==> src/wasc_pkg.sv <==
// Package for the windowed ARQ sender core: sizing constants, event and
// result codes, sequencer state type. No dependencies.
package wasc_pkg;

   localparam int WINDOW_SLOTS = 8;      // chunks per window, 1..64
   localparam int CHUNK_BYTES  = 512;    // bytes per chunk, 1..1023 (chunk length is LEN_W bits)

   localparam int SLOT_W  = (WINDOW_SLOTS > 1) ? $clog2(WINDOW_SLOTS) : 1;
   localparam int REM_W   = (CHUNK_BYTES > 1) ? $clog2(CHUNK_BYTES) : 1;
   localparam int ADDR_W  = 32;          // byte offsets and file size
   localparam int OFF_W   = ADDR_W + 1;  // retransmit offsets may pass 2^32
   localparam int LEN_W   = 10;
   localparam int OP_W    = 2;
   localparam int KIND_W  = 2;

   localparam logic [SLOT_W-1:0] SLOT_LAST  = SLOT_W'(WINDOW_SLOTS - 1);
   localparam logic [OFF_W-1:0]  CHUNK_OFF  = OFF_W'(CHUNK_BYTES);
   localparam logic [REM_W:0]    CHUNK_REM  = (REM_W+1)'(CHUNK_BYTES);

   // request event codes
   localparam logic [OP_W-1:0] OP_START   = 2'd0;
   localparam logic [OP_W-1:0] OP_ACK     = 2'd1;
   localparam logic [OP_W-1:0] OP_TIMEOUT = 2'd2;

   // result kinds
   localparam logic [KIND_W-1:0] KIND_FIRST = 2'd0;
   localparam logic [KIND_W-1:0] KIND_RETX  = 2'd1;
   localparam logic [KIND_W-1:0] KIND_DONE  = 2'd2;
   localparam logic [KIND_W-1:0] KIND_BAD   = 2'd3;

   typedef enum logic [3:0] {
      ST_IDLE = 4'b0001,
      ST_FILL = 4'b0010,
      ST_RETX = 4'b0100,
      ST_ACK  = 4'b1000
   } seq_state_type;

endpackage

==> src/windowed_arq_sender_core.sv <==
// Windowed (selective-repeat) ARQ sender core: top level and sequencer.
// Depends on wasc_pkg.
//
//  channel | direction | handshake            | payload
//  --------+-----------+----------------------+-------------------------------
//  req     | in        | req_valid/req_ready  | op, ack_offset
//  rsp     | out       | rsp_valid/rsp_ready  | kind, chunk_offset, chunk_length,
//          |           |                      | is_final_chunk, relay_odd, last_of_run
//  csr     | in        | csr_valid/csr_ready  | file_size (always ready)
//
// Start: the fill emits one result per cycle while the output register is free.
// Timeout: a scan of the slots, one a cycle, unless stalled at a waiting slot.
// Ack: index search by repeated subtract of the chunk size, then a full
// window fill if the window closes. The file-size, ack and search
// subtractions share one 33-bit subtractor in the sequencer.
// Reset: synchronous; the slot state is flops, no clearing pass.
// Stalls: rsp_ready low freezes the fill, and the retransmit scan at a waiting
// slot, once the output register is full.
module windowed_arq_sender_core
   import wasc_pkg::*;
(
   input  logic                clock,
   input  logic                reset,
   // request channel
   input  logic                req_valid,
   output logic                req_ready,
   input  logic [OP_W-1:0]     req_op,
   input  logic [ADDR_W-1:0]   req_ack_offset,
   // result channel
   output logic                rsp_valid,
   input  logic                rsp_ready,
   output logic [KIND_W-1:0]   rsp_kind,
   output logic [ADDR_W-1:0]   rsp_chunk_offset,
   output logic [LEN_W-1:0]    rsp_chunk_length,
   output logic                rsp_is_final_chunk,
   output logic                rsp_relay_odd,
   output logic                rsp_last_of_run,
   // config write
   input  logic                csr_valid,
   output logic                csr_ready,
   input  logic [ADDR_W-1:0]   csr_file_size
);

   // ---------------------------------------------------------------
   // state
   // ---------------------------------------------------------------
   seq_state_type state_ff, state_in;
   logic [SLOT_W-1:0]       slot_ff, slot_in;         // scan / search index
   logic [OFF_W-1:0]        cur_off_ff, cur_off_in;   // chunk offset or ack remainder
   logic [ADDR_W-1:0]       next_off_ff, next_off_in;
   logic [ADDR_W-1:0]       win_start_ff, win_start_in;
   logic                    nxt_par_ff, nxt_par_in;   // chunk parity at next_off
   logic [REM_W-1:0]        nxt_rem_ff, nxt_rem_in;   // next_off modulo chunk size
   logic                    ws_par_ff, ws_par_in;     // chunk parity at win_start
   logic [WINDOW_SLOTS-1:0] used_ff, used_in;         // slot sent in this window
   logic [WINDOW_SLOTS-1:0] wait_ff, wait_in;         // sent, not yet acked
   logic                    active_ff, active_in;
   logic [ADDR_W-1:0]       file_size_ff, file_size_in;

   // output register
   logic                    rsp_valid_ff, rsp_valid_in;
   logic [KIND_W-1:0]       rsp_kind_ff, rsp_kind_in;
   logic [ADDR_W-1:0]       rsp_off_ff, rsp_off_in;
   logic [LEN_W-1:0]        rsp_len_ff, rsp_len_in;
   logic                    rsp_final_ff, rsp_final_in;
   logic                    rsp_relay_ff, rsp_relay_in;
   logic                    rsp_last_ff, rsp_last_in;

   logic out_free;
   assign out_free = !rsp_valid_ff || rsp_ready;

   // ---------------------------------------------------------------
   // shared subtractor: file_size - offset, ack - window_start,
   // remainder - chunk size
   // ---------------------------------------------------------------
   logic [OFF_W-1:0] sub_a, sub_b, diff;
   logic [OFF_W:0]   sub_res;
   logic             borrow;

   always_comb begin
      case (state_ff)
         ST_ACK: begin
            sub_a = cur_off_ff;
            sub_b = CHUNK_OFF;
         end
         ST_FILL, ST_RETX: begin
            sub_a = {1'b0, file_size_ff};
            sub_b = cur_off_ff;
         end
         default: begin
            sub_a = {1'b0, req_ack_offset};
            sub_b = {1'b0, win_start_ff};
         end
      endcase
   end

   assign sub_res = {1'b0, sub_a} - {1'b0, sub_b};
   assign borrow  = sub_res[OFF_W];
   assign diff    = sub_res[OFF_W-1:0];

   // offset stepper, one chunk per slot
   logic [OFF_W-1:0] step_off;
   assign step_off = cur_off_ff + CHUNK_OFF;

   // chunk fields from file_size - offset
   logic             em_lt, em_fits, em_final;
   logic [OFF_W-1:0] em_len_full;
   assign em_lt       = !borrow && (diff != '0);
   assign em_fits     = (diff <= CHUNK_OFF);
   assign em_len_full = em_lt ? (em_fits ? diff : CHUNK_OFF) : '0;
   assign em_final    = em_lt ? em_fits : (diff == '0);

   // parity at next_off: flips when the chunk length carries the offset
   // across a chunk boundary (a short last chunk may not)
   logic [REM_W:0] rem_sum, rem_left;
   logic           rem_wrap;
   assign rem_sum  = {1'b0, nxt_rem_ff} + em_len_full[REM_W:0];
   assign rem_wrap = (rem_sum >= CHUNK_REM);
   assign rem_left = rem_wrap ? (rem_sum - CHUNK_REM) : rem_sum;

   // slot masks
   logic [WINDOW_SLOTS-1:0] slot_hot, above_mask, wait_mark;
   always_comb begin
      for (int k = 0; k < WINDOW_SLOTS; k++) begin
         slot_hot[k]   = (k == int'(slot_ff));
         above_mask[k] = (k > int'(slot_ff));
      end
   end
   assign wait_mark = wait_ff & ~(slot_hot & used_ff);

   // ---------------------------------------------------------------
   // sequencer
   // ---------------------------------------------------------------
   logic              fill_go, fill_par;
   logic [ADDR_W-1:0] fill_base;
   logic [WINDOW_SLOTS-1:0] wait_res;

   always_comb begin
      state_in     = state_ff;
      slot_in      = slot_ff;
      cur_off_in   = cur_off_ff;
      next_off_in  = next_off_ff;
      win_start_in = win_start_ff;
      nxt_par_in   = nxt_par_ff;
      nxt_rem_in   = nxt_rem_ff;
      ws_par_in    = ws_par_ff;
      used_in      = used_ff;
      wait_in      = wait_ff;
      active_in    = active_ff;
      file_size_in = (csr_valid) ? csr_file_size : file_size_ff;

      rsp_valid_in = rsp_valid_ff && !rsp_ready;
      rsp_kind_in  = rsp_kind_ff;
      rsp_off_in   = rsp_off_ff;
      rsp_len_in   = rsp_len_ff;
      rsp_final_in = rsp_final_ff;
      rsp_relay_in = rsp_relay_ff;
      rsp_last_in  = rsp_last_ff;

      fill_go   = 1'b0;
      fill_base = next_off_ff;
      fill_par  = nxt_par_ff;
      wait_res  = wait_ff;

      case (state_ff)
         ST_IDLE: begin
            if (req_valid) begin
               case (req_op)
                  OP_START: begin
                     next_off_in = '0;
                     nxt_par_in  = 1'b0;
                     nxt_rem_in  = '0;
                     active_in   = 1'b1;
                     fill_go     = 1'b1;
                     fill_base   = '0;
                     fill_par    = 1'b0;
                  end
                  OP_ACK: begin
                     if (active_ff) begin
                        if (!borrow) begin
                           state_in   = ST_ACK;
                           cur_off_in = diff;
                           slot_in    = '0;
                        end else if (wait_ff == '0) begin
                           fill_go = 1'b1;
                        end
                     end
                  end
                  OP_TIMEOUT: begin
                     if (active_ff && (wait_ff != '0)) begin
                        state_in   = ST_RETX;
                        cur_off_in = {1'b0, win_start_ff};
                        slot_in    = '0;
                     end
                  end
                  default: ;
               endcase
            end
         end

         ST_ACK: begin
            // remainder below one chunk: slot found; past last slot: ignore
            if (borrow || (slot_ff == SLOT_LAST)) begin
               wait_res = borrow ? wait_mark : wait_ff;
               wait_in  = wait_res;
               state_in = ST_IDLE;
               if (wait_res == '0)
                  fill_go = 1'b1;
            end else begin
               cur_off_in = diff;
               slot_in    = slot_ff + SLOT_W'(1);
            end
         end

         ST_FILL: begin
            if (out_free) begin
               rsp_valid_in = 1'b1;
               if (em_lt) begin
                  rsp_kind_in       = KIND_FIRST;
                  rsp_off_in        = cur_off_ff[ADDR_W-1:0];
                  rsp_len_in        = em_len_full[LEN_W-1:0];
                  rsp_final_in      = em_final;
                  rsp_relay_in      = nxt_par_ff;
                  rsp_last_in       = em_fits || (slot_ff == SLOT_LAST);
                  used_in[slot_ff]  = 1'b1;
                  wait_in[slot_ff]  = 1'b1;
                  nxt_par_in        = nxt_par_ff ^ rem_wrap;
                  nxt_rem_in        = rem_left[REM_W-1:0];
                  next_off_in       = em_fits ? file_size_ff : step_off[ADDR_W-1:0];
                  cur_off_in        = step_off;
                  slot_in           = slot_ff + SLOT_W'(1);
                  if (em_fits || (slot_ff == SLOT_LAST))
                     state_in = ST_IDLE;
               end else begin
                  // nothing left to send: transfer complete
                  rsp_kind_in  = KIND_DONE;
                  rsp_off_in   = '0;
                  rsp_len_in   = '0;
                  rsp_final_in = 1'b0;
                  rsp_relay_in = 1'b0;
                  rsp_last_in  = 1'b1;
                  active_in    = 1'b0;
                  state_in     = ST_IDLE;
               end
            end
         end

         ST_RETX: begin
            if (wait_ff[slot_ff]) begin
               if (out_free) begin
                  rsp_valid_in = 1'b1;
                  rsp_kind_in  = KIND_RETX;
                  rsp_off_in   = cur_off_ff[ADDR_W-1:0];
                  rsp_len_in   = em_len_full[LEN_W-1:0];
                  rsp_final_in = em_final;
                  rsp_relay_in = ws_par_ff ^ slot_ff[0];
                  rsp_last_in  = ((wait_ff & above_mask) == '0);
                  cur_off_in   = step_off;
                  slot_in      = slot_ff + SLOT_W'(1);
                  if ((wait_ff & above_mask) == '0)
                     state_in = ST_IDLE;
               end
            end else begin
               cur_off_in = step_off;
               slot_in    = slot_ff + SLOT_W'(1);
            end
         end

         default: state_in = ST_IDLE;
      endcase

      // open a new window at fill_base
      if (fill_go) begin
         state_in     = ST_FILL;
         cur_off_in   = {1'b0, fill_base};
         win_start_in = fill_base;
         ws_par_in    = fill_par;
         used_in      = '0;
         wait_in      = '0;
         slot_in      = '0;
      end
   end

   // control registers
   always_ff @(posedge clock) begin
      if (reset) begin
         state_ff     <= ST_IDLE;
         next_off_ff  <= '0;
         win_start_ff <= '0;
         nxt_par_ff   <= 1'b0;
         nxt_rem_ff   <= '0;
         ws_par_ff    <= 1'b0;
         used_ff      <= '0;
         wait_ff      <= '0;
         active_ff    <= 1'b0;
         file_size_ff <= '0;
         rsp_valid_ff <= 1'b0;
      end else begin
         state_ff     <= state_in;
         next_off_ff  <= next_off_in;
         win_start_ff <= win_start_in;
         nxt_par_ff   <= nxt_par_in;
         nxt_rem_ff   <= nxt_rem_in;
         ws_par_ff    <= ws_par_in;
         used_ff      <= used_in;
         wait_ff      <= wait_in;
         active_ff    <= active_in;
         file_size_ff <= file_size_in;
         rsp_valid_ff <= rsp_valid_in;
      end
   end

   // datapath registers
   always_ff @(posedge clock) begin
      slot_ff      <= slot_in;
      cur_off_ff   <= cur_off_in;
      rsp_kind_ff  <= rsp_kind_in;
      rsp_off_ff   <= rsp_off_in;
      rsp_len_ff   <= rsp_len_in;
      rsp_final_ff <= rsp_final_in;
      rsp_relay_ff <= rsp_relay_in;
      rsp_last_ff  <= rsp_last_in;
   end

   assign req_ready          = (state_ff == ST_IDLE);
   assign csr_ready          = 1'b1;
   assign rsp_valid          = rsp_valid_ff;
   assign rsp_kind           = rsp_kind_ff;
   assign rsp_chunk_offset   = rsp_off_ff;
   assign rsp_chunk_length   = rsp_len_ff;
   assign rsp_is_final_chunk = rsp_final_ff;
   assign rsp_relay_odd      = rsp_relay_ff;
   assign rsp_last_of_run    = rsp_last_ff;

endmodule

==> config.mk <==
export PLATFORM = sky130hd
export DESIGN_NAME = windowed_arq_sender_core
export DESIGN_NICKNAME = d
export VERILOG_FILES = /design/src/wasc_pkg.sv /design/src/windowed_arq_sender_core.sv
export SDC_FILE = /design/constraint.sdc
export NUM_CORES = 1
export LEC_CHECK = 0
export ABC_AREA = 1
export BUFFER_PORTS_ARGS = -buffer_cell sky130_fd_sc_hd__buf_2
export CELL_PAD_IN_SITES_DETAIL_PLACEMENT = 0
export CELL_PAD_IN_SITES_GLOBAL_PLACEMENT = 1
export CORE_ASPECT_RATIO = 1.2
export CORE_MARGIN = 2
export CORE_UTILIZATION = 40
export DETAILED_ROUTE_END_ITERATION = 6
export GPL_TIMING_DRIVEN = 0
export PLACE_DENSITY = 0.75
export REMOVE_ABC_BUFFERS = 1
export SLEW_MARGIN = 20
export SYNTH_ARGS = -nofsm -noshare
export SYNTH_HDL_FRONTEND = slang
export SYNTH_SLANG_ARGS = --single-unit
==> constraint.sdc <==
create_clock -name clock -period 10.11 [get_ports clock]
set_clock_uncertainty 0.2 [all_clocks]
set_input_delay 1.011 -clock clock [delete_from_list [all_inputs] [get_ports clock]]
set_output_delay 1.011 -clock clock [all_outputs]
set_load 0.01 [all_outputs]
==> run metrics <==
Layout area overhead=13.9%; initial antenna violation count=0; number of flops mapped to enable cells by yosys=79; utilization after layout=0.464; sequential share of the synthesized area=0.344; Initial Util=0.407; maximum vdd drop=0.000139 V; global-route wire length before repair=83,800 um; Worst setup EP type=flip-flop; grt total ovfl=0; IO buf count=119; largest net degree at the start of global routing=60; Startpoint Class=flip-flop; Bufs on Longest Clock Path=3; final worst-path cycle share=0.907; leakage=7.74 nW; cts bufs inserted=25; Post-Syn Area=0.0146 mm2; CTS tree=built; Routed wire per std cell=19.9 um; clk slew on worst S/H paths=0.06 ns; die area=0.0381 mm2; Power Density=269 mW/mm2; Seq pwr share=0.291; worst min-delay path class=reg2reg; WS Path Type=reg2reg; cell internal pwr=2.33 mW; row cnt=76; CP max FO=49; FF-to-FF path depth=42; average size of a mapped cell=6.56 um2; Via density=5.40; nets@finish=2,438; Total GRT Usage=0.290; Ports=121; RSZ-0062 raised after global routing=no; final hold violations=0; Die W=179 um; ratio of cells with drive above 1 in the final layout=0.107; vias in the first global route=14,600; most common cell in the synthesized netlist=nand2_1; worst r2r src=state_ff[0]$_SDFFE_PP1P_; clock tree sinks=212; R2R setup slack=0.94 ns; # setup viols final=0; first-iteration detailed-routing DRC count=1,166; Post-synth ARST share=0; Synth top area share=0.182; #FFs+latches synth=212; Power Total=4.48 mW; worst-skew pair later-pin latency=0.54 ns; Placed Instance Area=0.0159 mm2; Finished Cell Area=0.0167 mm2; worst slew pin tran=1.25 ns; f_max=0.109 GHz; R2R Path End=nxt_rem_ff[8]$_SDFFE_PP0P_; DRC=0; Post-synth top flop=dfxtp_1; status=finished clean; switching portion of total power=0.479; routed vias=15,100; Post-synth top cells=nand2_1 (523), nor2_1 (379), inv_1 (305); Worst slew margin=0.166; ranking of synthesized cells by area=dfxtp_1 (18%), edfxtp_1 (16%), nand2_1 (13%); WP data arrival=9.40 ns; Yosys Warn Count=0; cell with the most instances on the worst path=nand2_1; Post-Syn Instances=2,230; Total Routed Length=55,600 um; clock share of power=0.194; Net Sw Power=2.15 mW; DIE HEIGHT=213 um; Worst Setup EP=nxt_rem_ff[8]$_SDFFE_PP0P_; core area=0.0359 mm2; DP HPWL=40,000 um; Slew Viols, Final=0; min cycle time layout=9.17 ns; slowest CP cell=nor2_4; combinational power share=0.515; CP Data Required Time=10.34 ns; GP Congestion=0.937; Slowest Stage Delay on Critical Path=0.63 ns; Detailed Routing Iterations Pass 1=5; number of diodes=0; post-synth top area cell=dfxtp_1; Cell variety after synth=51; Hold WS=0.273 ns; post-route ant nets=0; H-tree level count=1; Max Cap Viol=0; Worst Setup SP=state_ff[0]$_SDFFE_PP1P_; Root Driver=clkbuf_16
==> routing by layer <==
layer / part of all wire / vias up / track usage
met5: 0 / - / 0
li1: - / 7411 / -
met2: 0.46 / 542 / 0.480
met4: 0.033 / 0 / 0.103
met1: 0.44 / 7055 / 0.391
met3: 0.064 / 108 / 0.0319
==> sequential cells by signal, indices dropped and copies added, names as in the netlist, 3 cells and up <==
register,count
cur_off_ff,33
file_size_ff,32
next_off_ff,32
nxt_rem_ff,9
rsp_chunk_length,10
rsp_chunk_offset,32
slot_ff,3
state_ff,4
used_ff,8
wait_ff,8
win_start_ff,32
==> cell families after synthesis <==
group                      Yosys count  share of synthesized area
adders and majority gates           54                     0.0472
DFF                                212                      0.344
other                                1                   0.000256
and+or+nand+nor                   1119                      0.319
AOI/OAI and AO/OA                  417                      0.165
buffers and inverters              405                      0.110
xor gates and xnor gates            22                     0.0145
==> metrics by stage <==
step,setup TNS (ns),instances,setup WS [ns]
after floorplan,0,2142,0.539
after global placement,-1197.84,2729,-8.93
after detailed placement,0,2750,0.110
after CTS,0,2795,0.0938
after global routing,0,2799,0.0922
final,0,2799,0.943
==> how the worst min path moves through the flow <==
stage	startpoint	end	cells after the start
finish	used_ff[5]$_SDFFE_PP0P_	used_ff[5]$_SDFFE_PP0P_	2
detailed placement	used_ff[7]$_SDFFE_PP0P_	used_ff[7]$_SDFFE_PP0P_	2
CTS	used_ff[7]$_SDFFE_PP0P_	used_ff[7]$_SDFFE_PP0P_	2
floorplan	used_ff[3]$_SDFFE_PP0P_	used_ff[3]$_SDFFE_PP0P_	2
global route	used_ff[7]$_SDFFE_PP0P_	used_ff[7]$_SDFFE_PP0P_	2
global placement	used_ff[5]$_SDFFE_PP0P_	used_ff[5]$_SDFFE_PP0P_	2
==> power groups by stage <==
stage / Combinational, mW / Clock [mW] / Sequential, mW
2_1_floorplan: 1.52 / 0 / 1.26
3_5_place_dp: 2.27 / 0 / 1.31
5_1_grt: 2.58 / 0.910 / 1.32
3_3_place_gp: 2.18 / 0 / 1.32
6_report: 2.31 / 0.871 / 1.30
4_1_cts: 2.29 / 0.883 / 1.30
==> repair_timing <==
item | 4_1_cts | 5_1_grt
hold buffers | 0 | 0
endpoints found under the setup margin | 0 | 7
gates resized for setup | 0 | 1
setup buffers | 0 | 3
==> cell usage in the layout, fill, tap and decap left out, types with 4 or more instances in the layout <==
master     synthesis  routed
buf_2             14     119
nand2_4            4       5
dfxtp_1          133     133
nor2_4             0       4
o22ai_2           10      10
clkbuf_16          0      25
buf_16             0       8
ha_1              52      51
o31ai_1            9       9
o211ai_1          11      11
and2_1             6       6
nand3_1          118     117
nand3b_1           6       6
o21ai_1           25      25
nor2_2             6       6
nor3_2             4       7
nand4_1           31      31
a22oi_1           29      29
a21oi_1          113     112
buf_4              7       7
xor2_1            20      20
nand2_2           13      13
o21ai_0          157     157
o21a_1             6       6
edfxtp_1          79      79
a31oi_1            9       9
nor4_1             5       4
nor3_1            14      11
inv_1            305     300
inv_2             11      12
o221ai_1          12      12
clkbuf_8           0       6
nand2_1          523     522
o22ai_1           28      28
nor2_1           379     375
clkbuf_1          59      11
==> final cells by class <==
class | instances | area (um2)
multi-input cells | 1613 | 8070
well taps | 468 | 586
fillers | 3887 | 19300
flip-flops and latches | 212 | 5030
repair buffers | 143 | 1010
inverters | 317 | 1200
clock buffers | 42 | 749
clock inverters | 3 | 13.8
repair inverters | 1 | 5.00
==> worst max-delay path, delay by kind of cell (launching register included) <==
family / cells / cell delay, ns
AND/OR/NAND/NOR: 26 / 4.29
XOR/XNOR: 1 / 0.16
AO/OA/AOI/OAI: 5 / 1.18
adder cells (fa/ha/maj): 3 / 0.99
buffers and inverters: 7 / 1.73
flip-flops: 1 / 0.42
(Power assumes the default switching activity.)
